[config.mk]
export PLATFORM = sky130hd
export DESIGN_NAME = scc_count_kosaraju_top
export DESIGN_NICKNAME = d
export VERILOG_FILES = /design/src/rtl/scc_pkg.sv /design/src/rtl/scc_ram.sv /design/src/rtl/scc_engine.sv /design/src/rtl/scc_count_kosaraju_top.sv
export VERILOG_INCLUDE_DIRS = /design/src /design/src/rtl
export SDC_FILE = /design/constraint.sdc
export NUM_CORES = 2
export LEC_CHECK = 0
export ABC_CLOCK_PERIOD_IN_PS = 7650
export BUFFER_PORTS_ARGS = -buffer_cell sky130_fd_sc_hd__buf_2
export CAP_MARGIN = 20
export CORE_MARGIN = 2
export CORE_UTILIZATION = 25
export CTS_BUF_LIST = sky130_fd_sc_hd__clkbuf_4
export CTS_CLUSTER_SIZE = 25
export DETAILED_ROUTE_END_ITERATION = 12
export PLACE_DENSITY = 0.42
export SLEW_MARGIN = 30
export SYNTH_ARGS = -nofsm -noshare
export SYNTH_HDL_FRONTEND = slang
export SYNTH_MEMORY_MAX_BITS = 65536
export SYNTH_SLANG_ARGS = --single-unit
[constraint.sdc]
create_clock -name clk_i -period 7.65 [get_ports clk_i]
set_input_delay 0 -clock clk_i [delete_from_list [all_inputs] [get_ports clk_i]]
set_output_delay 0 -clock clk_i [all_outputs]
set_load 0.005 [all_outputs]
[src/rtl/scc_count_kosaraju_top_assert.svh]
// ----------------------------------------------------------------------------
// Assertion macros for the SCC counter
// Shared concurrent assertion forms, clocked on clk_i, off during reset.
// ----------------------------------------------------------------------------
`ifndef SCC_COUNT_KOSARAJU_TOP_ASSERT_SVH
`define SCC_COUNT_KOSARAJU_TOP_ASSERT_SVH

// check that an expression holds at every clock edge
`define SCC_ASSERT_ALWAYS(lbl, expr, msg) \
  lbl: assert property (@(posedge clk_i) disable iff (!rst_ni) (expr)) else $error(msg);

// check that a condition implies a consequence in the same cycle
`define SCC_ASSERT_IMPLY(lbl, cond, cons, msg) \
  lbl: assert property (@(posedge clk_i) disable iff (!rst_ni) (cond) |-> (cons)) \
    else $error(msg);

`endif

[src/rtl/scc_pkg.sv]
// ----------------------------------------------------------------------------
// SCC counter package
// Sizes, codes and shared types of the strongly connected component counter.
// ----------------------------------------------------------------------------
package scc_pkg;

  localparam int unsigned MAX_VERTICES = 64;
  localparam int unsigned MAX_EDGES    = 256;

  localparam int unsigned VW = $clog2(MAX_VERTICES);
  localparam int unsigned CW = $clog2(MAX_VERTICES + 1);
  localparam int unsigned EW = $clog2(MAX_EDGES);
  localparam int unsigned HW = $clog2(MAX_EDGES + 1);

  typedef enum logic [1:0] {
    OP_ADD     = 2'd0,
    OP_COMPUTE = 2'd1,
    OP_CLEAR   = 2'd2,
    OP_RSVD    = 2'd3
  } op_e;

  typedef enum logic [1:0] {
    STAT_DONE  = 2'd0,
    STAT_FULL  = 2'd1,
    STAT_RANGE = 2'd2
  } status_e;

  typedef struct packed {
    logic [VW-1:0] src;
    logic [VW-1:0] dst;
  } edge_t;

  typedef struct packed {
    logic [VW-1:0] vertex;
    logic [HW-1:0] next_edge;
  } frame_t;

  typedef struct packed {
    logic busy;
    logic done;
  } eng_stat_t;

endpackage

[src/rtl/scc_ram.sv]
// ----------------------------------------------------------------------------
// Generic RAM
// One write port, one read port, read data registered.
// ----------------------------------------------------------------------------
module scc_ram #(
  parameter int unsigned WIDTH = 8,
  parameter int unsigned DEPTH = 64
) (
  input  logic                     clk_i,
  input  logic                     we_i,
  input  logic [$clog2(DEPTH)-1:0] waddr_i,
  input  logic [WIDTH-1:0]         wdata_i,
  input  logic [$clog2(DEPTH)-1:0] raddr_i,
  output logic [WIDTH-1:0]         rdata_o
);

  logic [WIDTH-1:0] mem_q [DEPTH];

  always_ff @(posedge clk_i) begin
    if (we_i) begin
      mem_q[waddr_i] <= wdata_i;
    end
    rdata_o <= mem_q[raddr_i];
  end

endmodule

[src/rtl/scc_engine.sv]
// ----------------------------------------------------------------------------
// SCC walk engine
// Two depth-first passes over the edge store with a frame stack in RAM.
// ----------------------------------------------------------------------------
`include "scc_count_kosaraju_top_assert.svh"

module scc_engine import scc_pkg::*; (
  input  logic          clk_i,
  input  logic          rst_ni,
  input  logic          start_i,
  input  logic [CW-1:0] n_i,
  input  logic [HW-1:0] held_i,
  output logic [EW-1:0] edge_raddr_o,
  input  edge_t         edge_rdata_i,
  output eng_stat_t     stat_o,
  output logic [CW-1:0] count_o
);

  typedef enum logic [10:0] {
    S_IDLE = 11'b00000000001,
    S_CLR  = 11'b00000000010,
    S_P1RD = 11'b00000000100,
    S_P1CK = 11'b00000001000,
    S_P2RD = 11'b00000010000,
    S_P2VS = 11'b00000100000,
    S_P2CK = 11'b00001000000,
    S_WRD  = 11'b00010000000,
    S_WCK  = 11'b00100000000,
    S_WVS  = 11'b01000000000,
    S_WPOP = 11'b10000000000
  } state_e;

  state_e                  st_q, st_d;
  logic                    pass_q, pass_d;
  logic [CW-1:0]           i_q, i_d;
  logic [VW-1:0]           top_v_q, top_v_d;
  logic [HW-1:0]           top_e_q, top_e_d;
  logic [CW-1:0]           sp_q, sp_d;
  logic [CW-1:0]           flen_q, flen_d;
  logic [CW-1:0]           cnt_q, cnt_d;
  logic                    done;

  logic          stk_we;
  logic [VW-1:0] stk_waddr, stk_raddr;
  frame_t        stk_wdata, stk_rdata;
  logic          fin_we;
  logic [VW-1:0] fin_raddr;
  logic [VW-1:0] fin_rdata;
  logic          vis_we;
  logic [VW-1:0] vis_waddr, vis_raddr;
  logic          vis_wdata, vis_rdata;

  logic [VW-1:0] u, w;
  logic          cand;

  assign u = pass_q ? edge_rdata_i.dst : edge_rdata_i.src;
  assign w = pass_q ? edge_rdata_i.src : edge_rdata_i.dst;
  assign cand = (u == top_v_q) && (CW'(w) < n_i) && (sp_q < CW'(MAX_VERTICES));

  always_comb begin
    st_d         = st_q;
    pass_d       = pass_q;
    i_d          = i_q;
    top_v_d      = top_v_q;
    top_e_d      = top_e_q;
    sp_d         = sp_q;
    flen_d       = flen_q;
    cnt_d        = cnt_q;
    done         = 1'b0;
    stk_we       = 1'b0;
    stk_waddr    = VW'(sp_q - CW'(1));
    stk_wdata    = '{vertex: top_v_q, next_edge: top_e_q + HW'(1)};
    stk_raddr    = VW'(sp_q - CW'(2));
    fin_we       = 1'b0;
    fin_raddr    = VW'(i_q - CW'(1));
    vis_we       = 1'b0;
    vis_waddr    = i_q[VW-1:0];
    vis_wdata    = 1'b1;
    vis_raddr    = i_q[VW-1:0];
    edge_raddr_o = top_e_q[EW-1:0];
    unique case (st_q)
      S_IDLE: begin
        if (start_i) begin
          flen_d = '0;
          cnt_d  = '0;
          i_d    = '0;
          pass_d = 1'b0;
          st_d   = S_CLR;
        end
      end
      S_CLR: begin
        vis_we    = 1'b1;
        vis_wdata = 1'b0;
        if (i_q == CW'(MAX_VERTICES - 1)) begin
          if (pass_q) begin
            i_d  = flen_q;
            st_d = S_P2RD;
          end else begin
            i_d  = '0;
            st_d = S_P1RD;
          end
        end else begin
          i_d = i_q + CW'(1);
        end
      end
      S_P1RD: begin
        if (i_q >= n_i) begin
          pass_d = 1'b1;
          i_d    = '0;
          st_d   = S_CLR;
        end else begin
          st_d = S_P1CK;
        end
      end
      S_P1CK: begin
        if (!vis_rdata) begin
          vis_we  = 1'b1;
          top_v_d = i_q[VW-1:0];
          top_e_d = '0;
          sp_d    = CW'(1);
          st_d    = S_WRD;
        end else begin
          i_d  = i_q + CW'(1);
          st_d = S_P1RD;
        end
      end
      S_P2RD: begin
        if (i_q == '0) begin
          done = 1'b1;
          st_d = S_IDLE;
        end else begin
          st_d = S_P2VS;
        end
      end
      S_P2VS: begin
        vis_raddr = fin_rdata;
        st_d      = S_P2CK;
      end
      S_P2CK: begin
        if ((CW'(fin_rdata) < n_i) && !vis_rdata) begin
          cnt_d     = cnt_q + CW'(1);
          vis_we    = 1'b1;
          vis_waddr = fin_rdata;
          top_v_d   = fin_rdata;
          top_e_d   = '0;
          sp_d      = CW'(1);
          st_d      = S_WRD;
        end else begin
          i_d  = i_q - CW'(1);
          st_d = S_P2RD;
        end
      end
      S_WRD: begin
        if (top_e_q >= held_i) begin
          if (!pass_q && (flen_q < CW'(MAX_VERTICES))) begin
            fin_we = 1'b1;
            flen_d = flen_q + CW'(1);
          end
          sp_d = sp_q - CW'(1);
          if (sp_q == CW'(1)) begin
            if (pass_q) begin
              i_d  = i_q - CW'(1);
              st_d = S_P2RD;
            end else begin
              i_d  = i_q + CW'(1);
              st_d = S_P1RD;
            end
          end else begin
            st_d = S_WPOP;
          end
        end else begin
          st_d = S_WCK;
        end
      end
      S_WCK: begin
        if (cand) begin
          vis_raddr = w;
          st_d      = S_WVS;
        end else begin
          top_e_d = top_e_q + HW'(1);
          st_d    = S_WRD;
        end
      end
      S_WVS: begin
        if (!vis_rdata) begin
          stk_we    = 1'b1;
          vis_we    = 1'b1;
          vis_waddr = w;
          top_v_d   = w;
          top_e_d   = '0;
          sp_d      = sp_q + CW'(1);
        end else begin
          top_e_d = top_e_q + HW'(1);
        end
        st_d = S_WRD;
      end
      S_WPOP: begin
        top_v_d = stk_rdata.vertex;
        top_e_d = stk_rdata.next_edge;
        st_d    = S_WRD;
      end
      default: st_d = S_IDLE;
    endcase
  end

  always_ff @(posedge clk_i or negedge rst_ni) begin
    if (!rst_ni) begin
      st_q   <= S_IDLE;
      pass_q <= 1'b0;
      i_q    <= '0;
      sp_q   <= '0;
      flen_q <= '0;
      cnt_q  <= '0;
    end else begin
      st_q   <= st_d;
      pass_q <= pass_d;
      i_q    <= i_d;
      sp_q   <= sp_d;
      flen_q <= flen_d;
      cnt_q  <= cnt_d;
    end
  end

  always_ff @(posedge clk_i) begin
    top_v_q <= top_v_d;
    top_e_q <= top_e_d;
  end

  scc_ram #(
    .WIDTH($bits(frame_t)),
    .DEPTH(MAX_VERTICES)
  ) u_stack (
    .clk_i  (clk_i),
    .we_i   (stk_we),
    .waddr_i(stk_waddr),
    .wdata_i(stk_wdata),
    .raddr_i(stk_raddr),
    .rdata_o(stk_rdata)
  );

  scc_ram #(
    .WIDTH(VW),
    .DEPTH(MAX_VERTICES)
  ) u_finish (
    .clk_i  (clk_i),
    .we_i   (fin_we),
    .waddr_i(flen_q[VW-1:0]),
    .wdata_i(top_v_q),
    .raddr_i(fin_raddr),
    .rdata_o(fin_rdata)
  );

  scc_ram #(
    .WIDTH(1),
    .DEPTH(MAX_VERTICES)
  ) u_visited (
    .clk_i  (clk_i),
    .we_i   (vis_we),
    .waddr_i(vis_waddr),
    .wdata_i(vis_wdata),
    .raddr_i(vis_raddr),
    .rdata_o(vis_rdata)
  );

  assign stat_o  = '{busy: (st_q != S_IDLE), done: done};
  assign count_o = cnt_q;

  `SCC_ASSERT_ALWAYS(a_sp_bound, sp_q <= CW'(MAX_VERTICES), "walk stack overflow")
  `SCC_ASSERT_IMPLY(a_pop_nonempty, st_q == S_WPOP, sp_q != '0, "pop from empty stack")
  `SCC_ASSERT_IMPLY(a_cnt_bound, done, cnt_q <= flen_q, "count exceeds finished vertices")

endmodule

[src/rtl/scc_count_kosaraju_top.sv]
// Edge add, clear and dropped edge are handled on acceptance; a dropped edge's result appears the next cycle.
// Compute: two passes, each opening with a clear of all 64 visited marks, then the result.
// Throughput: one edge per cycle; ready is low during a compute or while a result waits.
// Reset clears the edge count, vertex count and engine state at once; no clearing pass.
// ----------------------------------------------------------------------------
// SCC counter top level
// Edge store, op decode and result register around the Kosaraju walk engine.
// ----------------------------------------------------------------------------
`include "scc_count_kosaraju_top_assert.svh"

module scc_count_kosaraju_top import scc_pkg::*; (
  input  logic        clk_i,
  input  logic        rst_ni,
  input  logic        cfg_we_i,
  input  logic [6:0]  cfg_wdata_i,
  input  logic        s_axis_tvalid,
  output logic        s_axis_tready,
  input  logic [15:0] s_axis_tdata,   // [5:0] edge_from, [11:6] edge_to, [15:12] zero
  input  logic [1:0]  s_axis_tuser,   // [1:0] op
  output logic        m_axis_tvalid,
  input  logic        m_axis_tready,
  output logic [7:0]  m_axis_tdata,   // [6:0] scc_count, [7] zero
  output logic [1:0]  m_axis_tuser    // [1:0] status
);

  logic [6:0]    vcnt_q;
  logic [CW-1:0] n;
  logic [HW-1:0] held_q, held_d;
  logic          ov_q, ov_d;
  logic [6:0]    ocnt_q, ocnt_d;
  status_e       ost_q, ost_d;

  logic          acc;
  logic [VW-1:0] from, to;
  logic          start;
  logic          ewe;
  edge_t         ewdata, erdata;
  logic [EW-1:0] eraddr;
  eng_stat_t     estat;
  logic [CW-1:0] ecount;

  assign n    = (vcnt_q > 7'(MAX_VERTICES)) ? CW'(MAX_VERTICES) : CW'(vcnt_q);
  assign from = s_axis_tdata[5:0];
  assign to   = s_axis_tdata[11:6];
  assign acc  = s_axis_tvalid && s_axis_tready;
  assign s_axis_tready = !estat.busy && (!ov_q || m_axis_tready);
  assign ewdata = '{src: from, dst: to};

  always_comb begin
    held_d = held_q;
    ov_d   = ov_q && !m_axis_tready;
    ocnt_d = ocnt_q;
    ost_d  = ost_q;
    start  = 1'b0;
    ewe    = 1'b0;
    if (estat.done) begin
      ov_d   = 1'b1;
      ocnt_d = 7'(ecount);
      ost_d  = STAT_DONE;
    end
    if (acc) begin
      unique case (op_e'(s_axis_tuser))
        OP_ADD: begin
          if ((CW'(from) >= n) || (CW'(to) >= n)) begin
            ov_d   = 1'b1;
            ocnt_d = '0;
            ost_d  = STAT_RANGE;
          end else if (held_q >= HW'(MAX_EDGES)) begin
            ov_d   = 1'b1;
            ocnt_d = '0;
            ost_d  = STAT_FULL;
          end else begin
            ewe    = 1'b1;
            held_d = held_q + HW'(1);
          end
        end
        OP_COMPUTE: start = 1'b1;
        OP_CLEAR:   held_d = '0;
        default: ;
      endcase
    end
  end

  always_ff @(posedge clk_i or negedge rst_ni) begin
    if (!rst_ni) begin
      vcnt_q <= '0;
      held_q <= '0;
      ov_q   <= 1'b0;
    end else begin
      if (cfg_we_i) begin
        vcnt_q <= cfg_wdata_i;
      end
      held_q <= held_d;
      ov_q   <= ov_d;
    end
  end

  always_ff @(posedge clk_i) begin
    ocnt_q <= ocnt_d;
    ost_q  <= ost_d;
  end

  scc_ram #(
    .WIDTH($bits(edge_t)),
    .DEPTH(MAX_EDGES)
  ) u_edges (
    .clk_i  (clk_i),
    .we_i   (ewe),
    .waddr_i(held_q[EW-1:0]),
    .wdata_i(ewdata),
    .raddr_i(eraddr),
    .rdata_o(erdata)
  );

  scc_engine u_engine (
    .clk_i       (clk_i),
    .rst_ni      (rst_ni),
    .start_i     (start),
    .n_i         (n),
    .held_i      (held_q),
    .edge_raddr_o(eraddr),
    .edge_rdata_i(erdata),
    .stat_o      (estat),
    .count_o     (ecount)
  );

  assign m_axis_tvalid = ov_q;
  assign m_axis_tdata  = {1'b0, ocnt_q};
  assign m_axis_tuser  = ost_q;

  `SCC_ASSERT_ALWAYS(a_held_bound, held_q <= HW'(MAX_EDGES), "edge count overflow")
  `SCC_ASSERT_IMPLY(a_ready_idle, s_axis_tready, !estat.busy, "ready while engine busy")
  `SCC_ASSERT_IMPLY(a_done_free, estat.done, !ov_q || m_axis_tready, "result slot taken")

endmodule
### Yosys cells after proc, flatten, opt, wreduce, memory -nomap -nowiden

Memory sizes are Yosys's and may differ from the RTL's. A register that Yosys moved wholly into a read port is not among the register bits.
Cells that the tools add are included.

* bits in registers: 81
* bits in writable memories: 4480
* output and inout port bits: 12
* memories: 4

Memory list
* u_edges.mem_q: depth 256, bits a word 12, read ports 1, clocked after memory_dff 1, wr ports 1, RTL line scc_ram.sv:17 `logic [WIDTH-1:0] mem_q [DEPTH];`
* u_engine.u_stack.mem_q: depth 64, bits a word 15, read ports 1, clocked after memory_dff 1, wr ports 1, RTL line scc_ram.sv:17
* u_engine.u_finish.mem_q: depth 64, bits a word 6, read ports 1, clocked after memory_dff 1, wr ports 1, RTL line scc_ram.sv:17
* u_engine.u_visited.mem_q: depth 64, bits a word 1, read ports 1, clocked after memory_dff 1, wr ports 1, RTL line scc_ram.sv:17

* add/subtract/negate cells: 9
* $lt $le $gt $ge: 10
* equal/unequal tests: 31
* muxes and demuxes: 93
* reductions and logical operators: 35

Operators by type and width (number)
* 7-bit two-way mux: 22
* 11-bit case mux with 10 select lines: 1
* 6-bit two-way mux: 9
* 9-bit two-way mux: 6
* 9-bit case mux with 5 select lines: 1
* 11-bit two-way mux: 4
* 7-bit case mux with 6 select lines: 1
* 1-bit two-way mux: 30
* 7-bit by 1-bit adder with 7-bit output, second input constant: 4
* 7-bit case mux with 2 select lines: 2
* 7-bit case mux with 4 select lines: 1
* 6-bit case mux with 2 select lines: 2
* 6-bit case mux with 4 select lines: 1
* 9-bit by 1-bit adder with 9-bit output, second input constant: 2
* 9-bit case mux with 2 select lines: 1
* 8-bit two-way mux: 2
* 2-bit inequality test, second input constant: 8
* 4-bit AND reduction: 4
* 6-bit by 7-bit >= comparator with 1-bit output: 2
* 6-bit by 7-bit < comparator with 1-bit output: 2
* 7-bit < comparator, second input constant: 2
* 7-bit by 1-bit subtractor with 7-bit output, second input constant: 2
* 2-bit by 1-bit inequality test with 1-bit output, second input constant: 6
* 11-bit by 1-bit equality test with 1-bit output, second input constant: 1
* other kinds (41): 62

### Longest topological paths before layout

* depth after elaboration: 9
* gate-level depth with buffers: 17

### Hierarchy

A second synthesis with hierarchy kept.

* cell total of the unflattened synthesis: 8817
* area total of the unflattened synthesis: 180514.4 um^2

By module, submodules not included
* scc_ram (u_edges): times used 1, cells an instance 5506, area an instance 118632.5 um^2, seq. area each 92488.7 um^2
* scc_ram (u_engine.u_stack): times used 1, cells an instance 1638, area an instance 37189.4 um^2, seq. area each 29127.9 um^2
* scc_ram (u_engine.u_finish): times used 1, cells an instance 720, area an instance 15225.9 um^2, seq. area each 11651.2 um^2
* scc_engine: times used 1, cells an instance 593, area an instance 4971.0 um^2, seq. area each 1452.6 um^2
* scc_ram (u_engine.u_visited): times used 1, cells an instance 204, area an instance 2914.0 um^2, seq. area each 1941.9 um^2
* scc_count_kosaraju_top: times used 1, cells an instance 156, area an instance 1581.5 um^2, seq. area each 605.6 um^2

### Least setup slack after synthesis

OpenSTA, ideal clock, no wires.

* path type: reg-to-reg
* start point: register u_engine.top_e_q[0]
* end point: memory u_engine.u_finish.mem_q[15][0] in the netlist's numbering, enable pin
* data arrival time: 4.611 ns
* path slack: 2.689 ns
* cell stages (with the launch flop): 18
* period minus slack after synthesis: 4.961 ns
* cell sequence: edfxtp_1 -> clkbuf_1 -> clkbuf_1 -> buf_1 -> inv_1 -> ha_1 -> nand2b_1 -> a21o_1 -> a21o_1 -> a21o_1 -> a21o_1 -> a21o_1 -> a211o_1 -> a21oi_1 -> or3_1 -> or4b_2 -> clkbuf_1 -> nor2_1

* cells in the longest elaborated chain, start to end: 5

RTL lines
* start, declared: RTL line scc_engine.sv:37 `logic [HW-1:0] top_e_q, top_e_d;`
* start signal, assigned: RTL line scc_engine.sv:226 `top_e_q <= top_e_d;`
* 9-bit >= comparator: RTL line scc_engine.sv:154 `if (top_e_q >= held_i) begin`
* 1-bit two-way mux: RTL line scc_engine.sv:154
* 1-bit two-way mux: RTL line scc_engine.sv:81 `unique case (st_q)`
* 1-bit two-way mux: RTL line scc_ram.sv:20 `if (we_i) begin`
* 1-bit two-way mux (not written as such): RTL line scc_ram.sv:21 `mem_q[waddr_i] <= wdata_i;`
* end, declared: RTL line scc_ram.sv:17

No other way between the ends.

### Final worst setup path

* start point: register vcnt_q[6]
* end point: memory u_edges.mem_q[238][6] in the netlist's numbering, enable pin

* cells in the longest elaborated chain, start to end: 9
* elaborated cells between the ends (all ways): 10
* those cells by class: 3 x order compare; 6 x mux; 1 x reduce/logical

RTL lines
* start, declared: RTL line scc_count_kosaraju_top.sv:26 `logic [6:0] vcnt_q;`
* start signal, assigned: RTL line scc_count_kosaraju_top.sv:91 `vcnt_q <= cfg_wdata_i;`
* 7-bit greater-than comparator: RTL line scc_count_kosaraju_top.sv:42 `assign n = (vcnt_q > 7'(MAX_VERTICES)) ? CW'(MAX_VERTICES) : CW'(vcnt_q);`
* 7-bit two-way mux *: RTL line scc_count_kosaraju_top.sv:42
* 6-bit by 7-bit >= comparator with 1-bit output: RTL line scc_count_kosaraju_top.sv:64 `if ((CW'(from) >= n) || (CW'(to) >= n)) begin`
* 1-bit logical OR *: RTL line scc_count_kosaraju_top.sv:64
* 1-bit two-way mux *: RTL line scc_count_kosaraju_top.sv:64
* 1-bit two-way mux *: RTL line scc_count_kosaraju_top.sv:62 `unique case (op_e'(s_axis_tuser))`
* 1-bit two-way mux *: RTL line scc_count_kosaraju_top.sv:61 `if (acc) begin`
* 1-bit two-way mux *: RTL line scc_ram.sv:20
* 1-bit two-way mux (not written as such) *: RTL line scc_ram.sv:21
* end, declared: RTL line scc_ram.sv:17

Every way passes the cells marked *; elsewhere a longest branch is shown, timed or not.

==> metrics.json <==
{
  "logic_synthesis": {
    "synth.avg_cell_area_um2": 23.08,
    "synth_cell_type_count": 83,
    "yosysSeqAreaShare_pct": 76.80,
    "leading_cell_type_by_number_of_instances_after_synthesis": "sky130_fd_sc_hd__edfxtp_1",
    "postSynthRegisterBits": 4595,
    "ys_top_cells_by_count": "sky130_fd_sc_hd__edfxtp_1, sky130_fd_sc_hd__mux4_2, sky130_fd_sc_hd__nor2_1",
    "synth_area_leaders": "sky130_fd_sc_hd__edfxtp_1, sky130_fd_sc_hd__mux4_2, sky130_fd_sc_hd__nor2_1",
    "synth_area_leader_cell": "sky130_fd_sc_hd__edfxtp_1",
    "synthFlopType": "sky130_fd_sc_hd__edfxtp_1",
    "netlist_instances": 7744,
    "ys.warnings.count": 0,
    "syn-num-nets": 7827,
    "synthArstFlopShare_pct": 1.240,
    "synth_largest_type_area_fraction_pct": 75.52,
    "mappedNetlistArea_mm2": 0.1787,
    "synth_edf_count": 4495
  },
  "critical_path": {
    "largest_fanout_on_the_critical_path": 16,
    "setup.worst_path.class": "reg -> reg",
    "critPathSlowestCell": "sky130_fd_sc_hd__or3_1",
    "critical_path.cell_chain": "clkinv_1 -> nand2_1 -> ha_1 -> nor2b_1 -> o21a_1 -> o21a_1 -> o21ai_0 -> nand2b_1 -> a221oi_1 -> o2111ai_1 -> or3_1 -> or2_2 -> nor2_2",
    "end_kind": "flip-flop",
    "worst_ep_required_time_ps": 8900,
    "timing.critical_path.from_type": "flip-flop",
    "critical_path_arrival_ps": 7160,
    "critPathMaxStageDelay_ps": 800,
    "path_common_cell": "sky130_fd_sc_hd__o21a_1",
    "cp_num_buf_inv": 1,
    "critical-path-top-delay-family": "simple AND/OR/NAND/NOR gates"
  },
  "timing": {
    "post_route_setup_tns_ps": 0,
    "setup_viol": 0,
    "report.final.hold_viol_count": 0,
    "clock.fmax_mhz": 169.2,
    "report.final.slew_viol_count": 0,
    "min_period_ps": 5909,
    "fin_worst_skew_ps": 212.2,
    "min_period_over_period_pct": 77.24,
    "slew-limit-headroom_pct": 29.38,
    "final_hold_slack_ps": 312.6,
    "rsz0062_at_grt": "false",
    "tightest_slew_ps": 1056
  },
  "grt": {
    "grt_antenna_before_repair": 48,
    "gr-usage-all-layers_pct": 14.16,
    "grt_util_met1_pct": 17.83,
    "grt.met2_usage_pct": 23.98,
    "grt_first_pass_wirelength_mm": 719.4,
    "grt_max_degree": 137,
    "routing_usage_on_met3_pct": 3.171,
    "most_utilized_layer_in_the_global_route_result": "met2",
    "congestion_overflow_gr": 0,
    "first_global_vias": 93590
  },
  "floorplanning": {
    "start_util_pct": 25.08,
    "fp.dieArea_mm2": 0.7217,
    "row_count": 310,
    "die_w_um": 849.5,
    "chipHeight_um": 849.5,
    "io_pins": 42,
    "core_area_mm2": 0.7125
  },
  "placed_design": {
    "hpwlAfterDp_mm": 300.8,
    "gp_congestion": 0.7762,
    "numPortBuffers": 36
  },
  "drt": {
    "route.vias.total": 87300,
    "antenna_left": 0,
    "dr_wl_cell_um": 26.61,
    "detail_route.drc_violations": 0,
    "drtIter0Drc": 7584,
    "avgViaCountPerCell": 4.489,
    "wirelength_mm": 517.6,
    "drt_pre_antenna_iters": 8
  },
  "run": {
    "drv_cap": 0
  },
  "hold_path": {
    "min_delay_path_class": "in -> reg"
  },
  "outcome": {
    "status": "finished clean"
  },
  "layout": {
    "final.fill_count": 69630,
    "fraction_of_final_layout_cells_sized_beyond_drive_strength_1_pct": 39.73,
    "final_net_count": 9163,
    "layout-area-overhead-vs-synth_pct": 17.02
  },
  "cts": {
    "clk_path_buf_depth": 5,
    "tritoncts": "yes",
    "cts_htree_levels": 7,
    "cts.clk_slew.worst_paths_ps": 60,
    "clock_insertion_delay_worst_skew_ps": 1830,
    "clock_sinks": 4595,
    "cts-root-buf": "sky130_fd_sc_hd__clkbuf_4",
    "num_cts_buffers": 1269,
    "buffers_inserted_by_post_cts_timing_repair": 0
  },
  "power_and_ir_drop": {
    "vdd_ir_drop_max_mv": 0.2313,
    "total_leakage_power_uw": 0.06330,
    "cellPowerDensity_mw_per_mm2": 260.9
  }
}
-- area by class of cell --
type,count,area (um^2),share of cell area (%)
Antenna cell,53,132.6,0.06341
Clock buffer,1758,13200,6.310
Clock inverter,313,1589,0.7598
Inverter,34,131.4,0.06282
Multi-Input combinational cell,2688,40290,19.27
Sequential cell,4595,137300,65.64
Tap cell,9516,11910,5.693
Timing Repair Buffer,492,4617,2.208
-- timing repair --
item,in CTS,in global routing
hold buffers,95,0
hold endpoints to repair,3656,0
resized for setup,0,0
-- power breakdown --
group          switching (uW)  internal [uW]  leakage [uW]  total (uW)
sequential                317          27600        0.0416       28000
combinational            3250           2360        0.0128        5610
clock                   10000          11000       0.00891       21000
total                   13600          41000        0.0633       54600
-- layout by cell type, fill, tap and decap left out, drive strengths merged, types with 51 or more instances in the layout --
| master | instances |
|---|---|
| edfxtp | 4495 |
| clkbuf | 1758 |
| mux4 | 1446 |
| nor2 | 523 |
| buf | 409 |
| clkinv | 282 |
| nand2 | 126 |
| dlygate4sd3 | 83 |
| mux2i | 56 |
| dfrtp | 56 |
| diode | 53 |
| ha | 53 |
| inv | 51 |
-- worst paths after layout --
path,start,end,slack (ps),cells past startpoint
hold reg to reg,m_axis_tuser[1]$_DFF_P_,m_axis_tuser[1]$_DFF_P_,480,2
hold / removal,cfg_wdata_i[4],vcnt_q[4]$_DFFE_PN0P_,310,5
min in group asynchronous,rst_ni,m_axis_tvalid$_DFF_PN0_,410,6
setup reg to reg,vcnt_q[6]$_DFFE_PN0P_,u_edges.mem_q[238][6]$_DFFE_PP_,1740,13
max in group asynchronous,rst_ni,u_engine.i_q[0]$_DFFE_PN0P_,6810,6
setup / recovery,vcnt_q[6]$_DFFE_PN0P_,u_edges.mem_q[238][6]$_DFFE_PP_,1740,13
-- flip-flops by register name, indices dropped and copies added, names as in the netlist, 9 cells and up --
register                  flops
u_engine.u_stack.rdata_o     15
u_edges.mem_q              3072
u_engine.st_q                11
u_edges.rdata_o              12
held_q                        9
u_engine.top_e_q              9
u_engine.u_stack.mem_q      960
u_engine.u_visited.mem_q     64
u_engine.u_finish.mem_q     384
-- worst register-to-register path, stage by stage, from the launching register on --
cell and delay [ps]:
sky130_fd_sc_hd__dfrtp_1 640, sky130_fd_sc_hd__clkinv_1 390, sky130_fd_sc_hd__nand2_1 340, sky130_fd_sc_hd__ha_1 300, sky130_fd_sc_hd__nor2b_1 140, sky130_fd_sc_hd__o21a_1 170, sky130_fd_sc_hd__o21a_1 180, sky130_fd_sc_hd__o21ai_0 190
sky130_fd_sc_hd__nand2b_1 80, sky130_fd_sc_hd__a221oi_1 420, sky130_fd_sc_hd__o2111ai_1 320, sky130_fd_sc_hd__or3_1 800, sky130_fd_sc_hd__or2_2 700, sky130_fd_sc_hd__nor2_2 680
-- metrics by stage --
stage	worst slack, ps	total power, uW	util (%)	instance area (um^2)	std cells
floorplan	2689	31680	-	178700	7744
global placement	1356	34070	27.01	192500	17220
detailed placement	1627	34140	27.07	192900	17220
CTS	1524	55580	29.30	208800	19390
global route	1238	57050	29.35	209100	19430
finish	1741	54560	29.35	209100	19450
-- kinds of logic after synthesis --
group	count (synthesis)	share of synthesized area, %
fa+ha+maj	53	0.3710
compound gates	217	0.8457
simple gates	853	2.118
xor+xnor	40	0.1960
flops	4595	76.80
buf+inv	461	0.9934
other cells	1	0.002098
mux	1524	18.67
-- metal layers --
| metal | wire length, um | vias to the layer above |
|---|---|---|
| li1 | - | 36470 |
| met1 | 214800 | 47160 |
| met2 | 262000 | 2831 |
| met3 | 27100 | 834 |
| met4 | 13710 | 0 |
| met5 | 0 | - |
Power figures use the tool's default switching activity.
